File: config.mk
export PLATFORM = sky130hd
export DESIGN_NAME = mouse_packet_decoder_unit
export DESIGN_NICKNAME = d
export VERILOG_FILES = /design/src/rtl/core/mpd_pkg.sv /design/src/rtl/core/mpd_front.sv /design/src/rtl/core/mpd_queue.sv /design/src/rtl/core/mpd_back.sv /design/src/rtl/core/mouse_packet_decoder_unit.sv
export SDC_FILE = /design/constraint.sdc
export NUM_CORES = 1
export LEC_CHECK = 0
export ABC_AREA = 1
export BUFFER_PORTS_ARGS = -buffer_cell sky130_fd_sc_hd__buf_2
export CAP_MARGIN = 15
export CORE_MARGIN = 10
export CORE_UTILIZATION = 58
export CTS_BUF_LIST = sky130_fd_sc_hd__clkbuf_4 sky130_fd_sc_hd__clkbuf_8
export DETAILED_ROUTE_END_ITERATION = 6
export PLACE_DENSITY = 0.81
export SLEW_MARGIN = 10
export SYNTH_ARGS = -nofsm -noshare
export SYNTH_HDL_FRONTEND = slang
export SYNTH_HIERARCHICAL = 1
export SYNTH_SLANG_ARGS = --single-unit
File: constraint.sdc
create_clock -name clock -period 8.5 [get_ports clock]
set_input_delay 1.275 -clock clock [delete_from_list [all_inputs] [get_ports clock]]
set_output_delay 1.275 -clock clock [all_outputs]
set_load 0.05 [all_outputs]
File: src/rtl/core/mpd_pkg.sv
// Shared types and constants for the mouse packet decoder.
package mpd_pkg;

   localparam int unsigned QUEUE_DEPTH = 2;

   localparam int unsigned SYNC_BIT_POS  = 3;
   localparam int unsigned X_SIGN_POS    = 4;
   localparam int unsigned Y_SIGN_POS    = 5;
   localparam logic [3:0]  NIBBLE_DOWN   = 4'h1;
   localparam logic [3:0]  NIBBLE_UP     = 4'hF;

   typedef enum logic [1:0] {
      POS_STATUS = 2'd0,
      POS_X      = 2'd1,
      POS_Y      = 2'd2,
      POS_WHEEL  = 2'd3
   } byte_pos_type;

   // One complete, overflow-free packet waiting for formatting.
   typedef struct packed {
      logic       left_button;
      logic       right_button;
      logic       middle_button;
      logic       scroll_down;
      logic       scroll_up;
      logic       x_sign;
      logic       y_sign;
      logic [7:0] x_byte;
      logic [7:0] y_byte;
   } pkt_type;

   // Handshake between the packet queue and a neighbor.
   typedef struct packed {
      logic valid;
      logic ready;
   } hs_type;

endpackage

File: src/rtl/core/mpd_front.sv
// Front end: byte assembly, sync check, overflow filter and wheel mode register.
module mpd_front (
   input  logic            clock,
   input  logic            reset,
   input  logic            req_valid,
   output logic            req_ready,
   input  logic [7:0]      req_data_byte,
   input  logic            csr_write_enable,
   input  logic            csr_write_data,
   output mpd_pkg::hs_type push_hs_o,
   input  logic            push_ready_i,
   output mpd_pkg::pkt_type push_pkt_o
);
   import mpd_pkg::*;

   byte_pos_type pos_ff, pos_in;
   logic         wheel_mode_ff;
   logic [7:0]   status_ff, status_in;
   logic [7:0]   x_ff, x_in;
   logic [7:0]   y_ff, y_in;
   logic         accept;
   logic         done;
   logic [7:0]   y_cur;

   assign req_ready = push_ready_i;
   assign accept    = req_valid & req_ready;

   always_comb begin
      pos_in    = pos_ff;
      status_in = status_ff;
      x_in      = x_ff;
      y_in      = y_ff;
      done      = 1'b0;
      if (accept) begin
         case (pos_ff)
            POS_STATUS: begin
               status_in = req_data_byte;
               pos_in    = req_data_byte[SYNC_BIT_POS] ? POS_X : POS_STATUS;
            end
            POS_X: begin
               x_in   = req_data_byte;
               pos_in = POS_Y;
            end
            POS_Y: begin
               y_in = req_data_byte;
               if (wheel_mode_ff) begin
                  pos_in = POS_WHEEL;
               end else begin
                  pos_in = POS_STATUS;
                  done   = 1'b1;
               end
            end
            POS_WHEEL: begin
               pos_in = POS_STATUS;
               done   = 1'b1;
            end
            default: pos_in = POS_STATUS;
         endcase
      end
   end

   // Y arrives on the completing byte in three-byte mode
   assign y_cur = (pos_ff == POS_Y) ? req_data_byte : y_ff;

   always_comb begin
      push_pkt_o.left_button   = status_ff[0];
      push_pkt_o.right_button  = status_ff[1];
      push_pkt_o.middle_button = status_ff[2];
      push_pkt_o.scroll_down   = wheel_mode_ff && (pos_ff == POS_WHEEL)
                                 && (req_data_byte[3:0] == NIBBLE_DOWN);
      push_pkt_o.scroll_up     = wheel_mode_ff && (pos_ff == POS_WHEEL)
                                 && (req_data_byte[3:0] == NIBBLE_UP);
      push_pkt_o.x_sign        = status_ff[X_SIGN_POS];
      push_pkt_o.y_sign        = status_ff[Y_SIGN_POS];
      push_pkt_o.x_byte        = x_ff;
      push_pkt_o.y_byte        = y_cur;
   end

   assign push_hs_o.valid = done & ~(status_ff[7] | status_ff[6]);
   assign push_hs_o.ready = push_ready_i;

   always_ff @(posedge clock) begin
      if (reset) begin
         pos_ff        <= POS_STATUS;
         wheel_mode_ff <= 1'b0;
      end else begin
         pos_ff <= pos_in;
         if (csr_write_enable) begin
            wheel_mode_ff <= csr_write_data;
         end
      end
   end

   always_ff @(posedge clock) begin
      status_ff <= status_in;
      x_ff      <= x_in;
      y_ff      <= y_in;
   end

endmodule

File: src/rtl/core/mpd_queue.sv
// Short packet queue between the front and back ends.
module mpd_queue #(
   parameter int unsigned DEPTH = mpd_pkg::QUEUE_DEPTH
) (
   input  logic             clock,
   input  logic             reset,
   input  logic             push_valid_i,
   output logic             push_ready_o,
   input  mpd_pkg::pkt_type push_pkt_i,
   output logic             pop_valid_o,
   input  logic             pop_ready_i,
   output mpd_pkg::pkt_type pop_pkt_o
);
   import mpd_pkg::*;

   localparam int unsigned PTR_W = (DEPTH > 1) ? $clog2(DEPTH) : 1;
   localparam int unsigned CNT_W = $clog2(DEPTH + 1);

   pkt_type            slot_ff [DEPTH];
   logic [PTR_W-1:0]   wr_ptr_ff, wr_ptr_in;
   logic [PTR_W-1:0]   rd_ptr_ff, rd_ptr_in;
   logic [CNT_W-1:0]   count_ff, count_in;
   logic               push, pop;

   assign push_ready_o = (count_ff != CNT_W'(DEPTH));
   assign pop_valid_o  = (count_ff != '0);
   assign pop_pkt_o    = slot_ff[rd_ptr_ff];
   assign push         = push_valid_i & push_ready_o;
   assign pop          = pop_valid_o & pop_ready_i;

   always_comb begin
      wr_ptr_in = wr_ptr_ff;
      rd_ptr_in = rd_ptr_ff;
      count_in  = count_ff;
      if (push) begin
         wr_ptr_in = (wr_ptr_ff == PTR_W'(DEPTH - 1)) ? '0 : wr_ptr_ff + 1'b1;
      end
      if (pop) begin
         rd_ptr_in = (rd_ptr_ff == PTR_W'(DEPTH - 1)) ? '0 : rd_ptr_ff + 1'b1;
      end
      case ({push, pop})
         2'b10:   count_in = count_ff + 1'b1;
         2'b01:   count_in = count_ff - 1'b1;
         default: count_in = count_ff;
      endcase
   end

   always_ff @(posedge clock) begin
      if (reset) begin
         wr_ptr_ff <= '0;
         rd_ptr_ff <= '0;
         count_ff  <= '0;
      end else begin
         wr_ptr_ff <= wr_ptr_in;
         rd_ptr_ff <= rd_ptr_in;
         count_ff  <= count_in;
      end
   end

   always_ff @(posedge clock) begin
      if (push) begin
         slot_ff[wr_ptr_ff] <= push_pkt_i;
      end
   end

endmodule

File: src/rtl/core/mpd_back.sv
// Back end: motion formatting and the registered result channel.
module mpd_back (
   input  logic             clock,
   input  logic             reset,
   input  logic             pop_valid_i,
   output logic             pop_ready_o,
   input  mpd_pkg::pkt_type pop_pkt_i,
   output logic             rsp_valid,
   input  logic             rsp_ready,
   output logic             rsp_left_button,
   output logic             rsp_right_button,
   output logic             rsp_middle_button,
   output logic             rsp_scroll_down,
   output logic             rsp_scroll_up,
   output logic signed [8:0] rsp_motion_x,
   output logic signed [9:0] rsp_motion_y
);
   import mpd_pkg::*;

   logic              valid_ff;
   logic              load;
   logic [8:0]        mx_in;
   logic [9:0]        my_in;
   logic [8:0]        mx_ff;
   logic [9:0]        my_ff;
   logic [4:0]        flags_ff;

   assign pop_ready_o = ~valid_ff | rsp_ready;
   assign load        = pop_valid_i & pop_ready_o;

   // X: sign bit prepended. Y: 256 * sign minus the byte, so down is positive.
   assign mx_in = {pop_pkt_i.x_sign, pop_pkt_i.x_byte};
   assign my_in = {1'b0, pop_pkt_i.y_sign, 8'h00} - {2'b00, pop_pkt_i.y_byte};

   always_ff @(posedge clock) begin
      if (reset) begin
         valid_ff <= 1'b0;
      end else if (pop_ready_o) begin
         valid_ff <= pop_valid_i;
      end
   end

   always_ff @(posedge clock) begin
      if (load) begin
         mx_ff    <= mx_in;
         my_ff    <= my_in;
         flags_ff <= {pop_pkt_i.left_button, pop_pkt_i.right_button,
                      pop_pkt_i.middle_button, pop_pkt_i.scroll_down,
                      pop_pkt_i.scroll_up};
      end
   end

   assign rsp_valid         = valid_ff;
   assign rsp_left_button   = flags_ff[4];
   assign rsp_right_button  = flags_ff[3];
   assign rsp_middle_button = flags_ff[2];
   assign rsp_scroll_down   = flags_ff[1];
   assign rsp_scroll_up     = flags_ff[0];
   assign rsp_motion_x      = mx_ff;
   assign rsp_motion_y      = my_ff;

endmodule

File: src/rtl/core/mouse_packet_decoder_unit.sv
// Top level of the mouse packet decoder.
//
// Raw mouse bytes enter on the req_ channel (valid/ready), one byte per
// transfer. A packet is status, X and Y bytes, plus a wheel byte when the
// wheel mode bit (csr_write_enable / csr_write_data) is set. A status byte
// with bit 3 clear is dropped; a packet with an overflow bit set gives no
// result. Every other packet gives one transfer on the rsp_ channel.
//
// Throughput: one byte per cycle while the packet queue is not full. The
// last byte of a packet enters a short packet queue at the edge that takes
// it; the result register then loads the packet from the queue, and
// rsp_valid is driven from that register.
// req_ready drops only while the packet queue is full, which takes a
// receiver that holds rsp_ready low for several packets.
// Reset clears the byte position, the wheel mode bit, the queue and the
// result valid; the stored packet bytes are not cleared.
// While the receiver stalls, the pending result holds its value.
module mouse_packet_decoder_unit #(
   parameter int unsigned QUEUE_DEPTH = mpd_pkg::QUEUE_DEPTH
) (
   input  logic              clock,
   input  logic              reset,
   input  logic              req_valid,
   output logic              req_ready,
   input  logic [7:0]        req_data_byte,
   input  logic              csr_write_enable,
   input  logic              csr_write_data,
   output logic              rsp_valid,
   input  logic              rsp_ready,
   output logic              rsp_left_button,
   output logic              rsp_right_button,
   output logic              rsp_middle_button,
   output logic              rsp_scroll_down,
   output logic              rsp_scroll_up,
   output logic signed [8:0] rsp_motion_x,
   output logic signed [9:0] rsp_motion_y
);
   import mpd_pkg::*;

   hs_type  push_hs;
   logic    push_ready;
   pkt_type push_pkt;
   logic    pop_valid;
   logic    pop_ready;
   pkt_type pop_pkt;

   mpd_front u_front (
      .clock            (clock),
      .reset            (reset),
      .req_valid        (req_valid),
      .req_ready        (req_ready),
      .req_data_byte    (req_data_byte),
      .csr_write_enable (csr_write_enable),
      .csr_write_data   (csr_write_data),
      .push_hs_o        (push_hs),
      .push_ready_i     (push_ready),
      .push_pkt_o       (push_pkt)
   );

   mpd_queue #(
      .DEPTH (QUEUE_DEPTH)
   ) u_queue (
      .clock        (clock),
      .reset        (reset),
      .push_valid_i (push_hs.valid & push_hs.ready),
      .push_ready_o (push_ready),
      .push_pkt_i   (push_pkt),
      .pop_valid_o  (pop_valid),
      .pop_ready_i  (pop_ready),
      .pop_pkt_o    (pop_pkt)
   );

   mpd_back u_back (
      .clock             (clock),
      .reset             (reset),
      .pop_valid_i       (pop_valid),
      .pop_ready_o       (pop_ready),
      .pop_pkt_i         (pop_pkt),
      .rsp_valid         (rsp_valid),
      .rsp_ready         (rsp_ready),
      .rsp_left_button   (rsp_left_button),
      .rsp_right_button  (rsp_right_button),
      .rsp_middle_button (rsp_middle_button),
      .rsp_scroll_down   (rsp_scroll_down),
      .rsp_scroll_up     (rsp_scroll_up),
      .rsp_motion_x      (rsp_motion_x),
      .rsp_motion_y      (rsp_motion_y)
   );

endmodule
==> metrics.cfg, run 1 <==
[synthesis]
synth_area_um2 = 3950
synthDistinctLibCells = 25
synth_cells = 267
syn_avg_cell_area_um2 = 14.8
synth_top_family_by_area = simple AND/OR/NAND/NOR gates
synth-adder-area-share_pct = 0.634
synth-simple-area-share_pct = 9.29
synth_compound_area_share_pct = 2.31
synth-seq-area-share_pct = 75.3
ys_warn_count = 6
synth_seq_cells = 102
muxShareOfSynthArea_pct = 6.82
synth-xor-area-share_pct = 0.666
synth_nets = 283

[place]
hpwl_um = 4240
dp_cells = 376
finalWeightedCongestion = 0.882
numPortBuffers = 39

[route]
first_pass_iters = 4
avgViaCountPerCell = 5.31
antenna_left = 0
wl_per_cell_um = 15.9
drt-total-wl_um = 6280
drt_iter0_drc = 103
drc_errors = 0
via_count = 2093

[timing]
clock.fmax_ghz = 0.324
final-setup-viol-count = 0
slew_viol_final = 0
fin_crit_sh_pct = 36.3
rsz0062_at_grt = no
fin_skew_ns = 0.00782
finalSetupTns_ns = 0
tightestPinTransition_ns = 1.02
finalCriticalPeriod_ns = 3.08
slew_headroom_pct = 32.1
finalHoldViolations = 0

[finish]
syn2layout_area_growth_pct = 10.8
final_common_cell = edfxtp_1
mostFrequentLayoutCells = 93 x edfxtp_1, 40 x nand2_1, 39 x buf_2, 23 x inv_1, 23 x mux2_2
finalNonFillerCells = 394
drive_gt1_share_pct = 31.2
n_antenna_cell = 0
nets = 325

[setup_path]
r2r_end = u_queue/slot_ff[0][21]$_DFFE_PP_
worstRegToRegCells = 11
r2r_slack_ns = 5.85
crit_fanout = 12
rr_startpoint = u_queue/count_ff[0]$_SDFFE_PP0P_
worst_ep_required_time_ns = 8.56
end_kind = register
startpoint_type = primary input
cp_data_arrival_time_ns = 3.14
criticalPathCategory = in2reg

[floorplanning]
die_area_um2 = 10500
rows = 30
fp.dieW_um = 102
start_util_pct = 58.7
coreArea_um2 = 6720
ios = 40
fp.dieH_um = 102

[global_route]
grt_pass1_vias = 2061
antenna_found_initial = 0
grt_pass1_wl_um = 9790
grt_max_degree = 25
overflow = 0
grt_usage_pct = 12.4

[min_path]
holdPathStages = 0
min_from = u_front/x_ff[2]$_DFFE_PP_
hold_path.class = reg2reg
min_to = u_queue/slot_ff[0][10]$_DFFE_PP_

[clock_tree]
cts_tree = built
clockBufferDepth = 2
cts_resized = 0
clock-sinks = 102
clk_pin_slew_ns = 0.10
clockRootBuffer = clkbuf_8
postCtsSetupBuffers = 0
htreeDepth = 3
insertion_delay_ns = 0.35
cts_buffers = 9
cts.hold.buffers_added = 0

[job]
max_cap_violations = 0

[power]
p_leak_nw = 1.62
peakVddDrop_mv = 0.178
powerDensity_nw_per_um2 = 316

[status]
status = finished, final reports clean

[Yosys cell counts, drive strengths merged]
cell type / count / area (um^2)
nand3: 9 / 45.0
edfxtp: 93 / 2790
ha: 2 / 25.0
a21oi: 7 / 38.8
nor2: 23 / 98.8
buf: 11 / 97.6
mux2: 23 / 259
nor3: 2 / 10.0
o21ai: 9 / 52.6
dfxtp: 9 / 180
xnor2: 1 / 8.76
inv: 26 / 97.6
nand2: 44 / 175
nand4: 4 / 25.0
nor4: 1 / 12.5
xor2: 2 / 17.5
mux2i: 1 / 10.0
[worst max-delay path by stage]
stage,cells past startpoint,slack [ns],start,end
after floorplan,8,5.06,req_valid,u_queue/slot_ff[1][0]$_DFFE_PP_
after global placement,9,4.97,req_valid,u_queue/slot_ff[0][10]$_DFFE_PP_
after detailed placement,9,4.85,req_valid,u_queue/slot_ff[1][10]$_DFFE_PP_
after CTS,9,5.23,req_valid,u_queue/slot_ff[0][21]$_DFFE_PP_
after global routing,10,5.22,req_valid,u_queue/slot_ff[0][14]$_DFFE_PP_
final,10,5.42,req_valid,u_queue/slot_ff[0][21]$_DFFE_PP_
[state kept, by name, indices dropped and copies added, names as in the netlist, named ones only]
| register | cells |
|---|---|
| u_front/pos_ff | 2 |
| u_back/rsp_motion_x | 9 |
| u_front/x_ff | 8 |
| u_front/status_ff | 7 |
| u_queue/count_ff | 2 |
| u_back/rsp_motion_y | 10 |
| u_queue/slot_ff | 46 |
| u_queue/rd_ptr_ff | 1 |
| u_front/wheel_mode_ff | 1 |
| u_queue/wr_ptr_ff | 1 |
| u_back/flags_ff | 5 |
| u_back/rsp_valid | 1 |
| u_front/y_ff | 8 |
[layout make-up]
cell class                 count  area [um^2]
tap                           80          100
timing repair buffer          42          223
fill                         460         2350
inverter                      26         97.6
clock inverter                 7         63.8
clock buffer                   9          124
sequential                   102         2970
multi-input combinational    128          792
[report_power, final]
part	total, W	switching (W)	internal (W)
combinational	0.000404	0.000296	0.000108
clock	0.000281	0.000168	0.000113
sequential	0.000696	0.0000414	0.000654
[metrics by stage]
stage               hold slack, ns  area, um^2  util, %  worst slack, ns  total power, W
detailed placement           0.431        4160     61.9             4.85         0.00112
finish                       0.454        4370     65.1             5.42         0.00138
CTS                          0.455        4350     64.7             5.23         0.00140
global route                 0.460        4370     65.1             5.22         0.00145
global placement             0.423        4160     61.9             4.97         0.00110
floorplan                    0.421        3950        -             5.06         0.00103
[critical path, stage by stage]
cell and delay (ns):
buf_2 0.07, nand2_1 0.07, inv_1 0.32, nand2_1 0.15, nor4_2 0.16, nand2_1 0.08, inv_1 0.07, nand2_1 0.15
nor2_2 0.54, buf_8 0.24
[metal layers]
layer | up-vias | GRT usage, % | share of wire, %
li1 | 1012 | - | -
met1 | 1012 | 14.0 | 42
met3 | 10 | 4.46 | 6.9
met2 | 59 | 21.0 | 50
met4 | 0 | 4.34 | 1.5
met5 | - | 0 | 0
[kinds of logic after synthesis]
kind of cell    after synthesis
xor+xnor                      3
fa+ha+maj                     2
simple gates                 83
compound gates               16
mux                          24
buf+inv                      37
flops                       102
Power figures use the tool's default switching activity.
==> run 2: changes to the inputs <==
- CORE_UTILIZATION: 58 -> 55
- PLACE_DENSITY: 0.81 -> 0.8
- clock period: 8.5 -> 2.6 ns (I/O delays scaled with it)
==> metrics.cfg, run 2 (synthesized netlist as in run 1, its figures left out) <==
[floorplanning]
die_area_um2 = 11000
coreArea_um2 = 6870
fp.dieW_um = 105
ios = 40
fp.dieH_um = 105
rows = 30
start_util_pct = 57.4

[route]
first_pass_iters = 4
drt_iter0_drc = 130
drt-total-wl_um = 6560
avgViaCountPerCell = 5.20
wl_per_cell_um = 15.9
antenna_left = 0
via_count = 2147
drc_errors = 0

[status]
status = finished, final reports clean

[timing]
finalCriticalPeriod_ns = 2.05
tightestPinTransition_ns = 0.413
fin_skew_ns = 0.00945
slew_headroom_pct = 72.4
finalHoldViolations = 0
fin_crit_sh_pct = 78.8
clock.fmax_ghz = 0.488
final-setup-viol-count = 0
rsz0062_at_grt = no
slew_viol_final = 0

[finish]
fillers = 489
final_common_cell = edfxtp_1
syn2layout_area_growth_pct = 12.4
mostFrequentLayoutCells = 93 x edfxtp_1, 40 x nand2_1, 39 x buf_2, 23 x inv_1, 23 x mux2_2
n_antenna_cell = 0
largest_reg_flops = 46
largest_register = u_queue/slot_ff
drive_gt1_share_pct = 31.9
nets = 328
finalNonFillerCells = 413

[setup_path]
end_kind = register
worst_ep_required_time_ns = 2.89
criticalPathCategory = reg2reg
slowest_delay_ns = 0.37
cp_data_arrival_time_ns = 2.33
path_cells = inv_2 -> nand2_2 -> nand2_1 -> inv_1 -> nand2_1 -> nor4_2 -> nand2_1 -> inv_1 -> nand2_1 -> ha_1 -> inv_1 -> nand2_1 -> nor2_1 -> nor2_1 -> nor2_1
crit_fanout = 5
critPathTopFamily = simple AND/OR/NAND/NOR gates
cp_slowest_cell = dfxtp_1
crit_path_frequent_cell = nand2_1
crit_buf_inv = 4
startpoint_type = register

[power]
p_leak_nw = 1.65
combPwrFrac_pct = 29.8
power_frac_clock_pct = 22.3
finalPower_w = 0.00466
peakVddDrop_mv = 0.597
seqPwrFrac_pct = 47.9
power.internal_w = 0.00306
power_switching_w = 0.00161
powerDensity_nw_per_um2 = 1050
switching_share_pct = 34.5

[clock_tree]
cts_resized = 0
cts_tree = built
insertion_delay_ns = 0.34
clk_pin_slew_ns = 0.09
cts_buffers = 9
clockRootBuffer = clkbuf_8
postCtsSetupBuffers = 0
clock-sinks = 102
clockBufferDepth = 2
htreeDepth = 3
cts.hold.buffers_added = 0

[global_route]
antenna_found_initial = 0
grt_max_degree = 25
grt_pass1_wl_um = 10600
overflow = 0
grt_usage_pct = 12.2
grt_pass1_vias = 2178

[place]
hpwl_um = 4520
numPortBuffers = 39
dp_cells = 397
finalWeightedCongestion = 0.821

[job]
max_cap_violations = 0

[min_path]
hold_path.class = in2reg

==> run 2: power by group through the flow <==
stage	clock network (W)	registers (W)	logic, W
after floorplan	0	0.00276	0.000616
final	0.00104	0.00224	0.00139
after CTS	0.00106	0.00224	0.00140
after detailed placement	0	0.00227	0.00140
after global placement	0	0.00226	0.00137
after global routing	0.00113	0.00226	0.00149
==> run 2: cell type report <==
class	instances	area (um^2)	share of cell area (%)
Clock inverter	6	86.3	1.95
Timing Repair Buffer	45	240	5.42
Tap cell	96	120	2.71
Clock buffer	10	131	2.96
Multi-Input combinational cell	128	787	17.7
Inverter	26	97.6	2.20
Sequential cell	102	2970	67.0
==> run 2: metrics by stage <==
stage	TNS (ns)	cell area [um^2]	hold WS [ns]	util, %	worst slack [ns]
4_1_cts	0	4440	0.256	64.6	0.573
6_report	0	4440	0.273	64.6	0.552
3_3_place_gp	0	4220	0.422	61.4	0.761
2_1_floorplan	-3.08	3950	0.421	-	-0.0670
5_1_grt	0	4440	0.257	64.6	0.268
3_5_place_dp	0	4220	0.431	61.4	0.602
==> run 2: final timing paths <==
path | from | endpoint | slack [ns] | depth (start not counted)
min | reset | u_front/pos_ff[0]$_SDFFE_PP0P_ | 0.27 | 2
min reg2reg | u_front/x_ff[2]$_DFFE_PP_ | u_queue/slot_ff[0][10]$_DFFE_PP_ | 0.45 | 0
max reg2reg | u_queue/count_ff[0]$_SDFFE_PP0P_ | u_queue/count_ff[1]$_SDFFE_PP0P_ | 0.55 | 15
max | u_queue/count_ff[0]$_SDFFE_PP0P_ | u_queue/count_ff[1]$_SDFFE_PP0P_ | 0.55 | 15
==> run 2: metal layers <==
layer  routed length, um  global-route usage, %  vias up
li1                    -                      -     1022
met1                2740                   14.7     1022
met2                3190                   19.3       93
met3                 484                   3.56       10
met4                 144                   6.57        0
met5                   0                      0        -
==> run 3: changes to the inputs <==
- clock period: 2.6 -> 1.79 ns (I/O delays scaled with it)
==> metrics.cfg, run 3 (synthesized netlist as in run 1, its figures left out) <==
[place]
pre_cts_ws_ns = -0.0646
numPortBuffers = 39
hpwl_um = 4570
finalWeightedCongestion = 0.822

[route]
drc_errors = 0
top_layer = met4
first_pass_iters = 4
drt-total-wl_um = 6590
met1_length_um = 2730
avgViaCountPerCell = 5.11
route.met2.wl_um = 3270
via_count = 2135
wl_per_cell_um = 15.8
wl_met3_um = 446
drt_iter0_drc = 132
antenna_left = 0

[global_route]
overflow = 0
grt_usage_pct = 12.4
grt_pass1_vias = 2203
antenna_found_initial = 0
grt_max_degree = 25
grt_pass1_wl_um = 10700

[timing]
setup_ws_ns = 0.0900
finalHoldViolations = 0
slew_headroom_pct = 75.6
finalSetupTns_ns = 0
clock.fmax_ghz = 0.588
fin_hold_ws_ns = 0.137
rsz0062_at_grt = yes
finalCriticalPeriod_ns = 1.70
tightestPinTransition_ns = 0.365
slew_viol_final = 0
fin_crit_sh_pct = 95.0
fin_skew_ns = 0.0117
final-setup-viol-count = 0

[clock_tree]
htreeDepth = 3
clock-sinks = 102
clockRootBuffer = clkbuf_8
clockBufferDepth = 2
cts_tree = built
insertion_delay_ns = 0.36
cts_buffers = 9
clk_pin_slew_ns = 0.10

[status]
status = finished, final reports clean

[power]
switching_share_pct = 35.6
power_switching_w = 0.00245
peakVddDrop_mv = 0.818
seqPwrFrac_pct = 47.1
powerDensity_nw_per_um2 = 1500
power_frac_clock_pct = 20.9
combPwrFrac_pct = 31.9
p_leak_nw = 1.68
power.internal_w = 0.00443

[finish]
final_common_cell = edfxtp_1
syn2layout_area_growth_pct = 16.1
final_util_pct = 66.7
largest_register = u_queue/slot_ff
drive_gt1_share_pct = 36.0
mostFrequentLayoutCells = 93 x edfxtp_1, 39 x buf_2, 37 x nand2_1, 23 x mux2_2, 20 x inv_1
nets = 333
n_antenna_cell = 0
largest_reg_flops = 46

[setup_path]
crit_fanout = 23
end_kind = register
crit_buf_inv = 4
startpoint_type = register
path_cells = inv_6 -> nand2_4 -> nand2_4 -> clkinv_4 -> nand2_4 -> nor4_4 -> nand2_1 -> inv_2 -> nand2_4 -> nor2_4 -> buf_12
criticalPathCategory = reg2reg
cp_slowest_cell = dfxtp_4
cp_data_arrival_time_ns = 1.76
crit_path_frequent_cell = nand2_4
slowest_delay_ns = 0.38
critPathTopFamily = simple AND/OR/NAND/NOR gates
worst_ep_required_time_ns = 1.85

[floorplanning]
ios = 40
fp.dieW_um = 105
coreArea_um2 = 6870
rows = 30
fp.dieH_um = 105
die_area_um2 = 11000
start_util_pct = 57.4

[job]
max_cap_violations = 0

[min_path]
hold_path.class = in2reg

==> run 3: cell types whose count changed in the layout (fill, tap and decap cells not counted), moves of 3 or more <==
cell     change
buf_12       +3
nand2_4      +4
nand2_1      -3
inv_1        -3
==> run 3: through the flow <==
| stage | cell area [um^2] | std cells | total power, W |
|---|---|---|---|
| floorplan | 3990 | 267 | 0.00494 |
| global placement | 4330 | 402 | 0.00537 |
| detailed placement | 4330 | 402 | 0.00544 |
| CTS | 4560 | 418 | 0.00690 |
| global route | 4580 | 418 | 0.00721 |
| finish | 4580 | 418 | 0.00687 |
==> run 3: worst paths after layout <==
check | from | end | slack [ns] | cells after the start
max reg2reg | u_queue/count_ff[0]$_SDFFE_PP0P_ | u_queue/slot_ff[1][13]$_DFFE_PP_ | 0.09 | 11
max | u_queue/count_ff[0]$_SDFFE_PP0P_ | u_queue/slot_ff[1][13]$_DFFE_PP_ | 0.09 | 11
min reg2reg | u_front/x_ff[7]$_DFFE_PP_ | u_queue/slot_ff[0][15]$_DFFE_PP_ | 0.45 | 0
min | req_data_byte[7] | u_front/status_ff[7]$_DFFE_PP_ | 0.14 | 1
==> run 3: power groups by stage <==
stage / logic [W] / registers [W] / clock network [W]
floorplan: 0.000925 / 0.00401 / 0
global placement: 0.00211 / 0.00326 / 0
detailed placement: 0.00217 / 0.00328 / 0
CTS: 0.00221 / 0.00322 / 0.00147
global route: 0.00236 / 0.00328 / 0.00157
finish: 0.00220 / 0.00324 / 0.00144
==> run 3: worst register-to-register path: stages (launching register included) <==
cell and delay (ns):
dfxtp_4 0.38, inv_6 0.05, nand2_4 0.06, nand2_4 0.06
clkinv_4 0.05, nand2_4 0.04, nor4_4 0.14, nand2_1 0.12
inv_2 0.10, nand2_4 0.09, nor2_4 0.13, buf_12 0.18
==> run 3: area by class of cell <==
type	instances	area, um^2
Sequential cell	102	2980
Fill cell	481	2290
Multi-Input combinational cell	128	848
Tap cell	96	120
Inverter	26	108
Timing Repair Buffer	50	319
Clock buffer	9	124
Clock inverter	7	81.3
==> run 3: metal layers <==
metal	vias to the layer above	GRT usage, %
li1	1030	-
met1	1033	14.0
met2	60	20.5
met3	12	4.18
met4	0	6.47
met5	-	0
==> run 3: what timing repair did <==
| action | in CTS | in global routing |
|---|---|---|
| setup buffers | 0 | 0 |
| gates resized for setup | 3 | 10 |
| setup endpoints to repair | 2 | 52 |
| endpoints found under the hold margin | 0 | 0 |
| hold buffers | 0 | 0 |
| pin swaps | 0 | 3 |
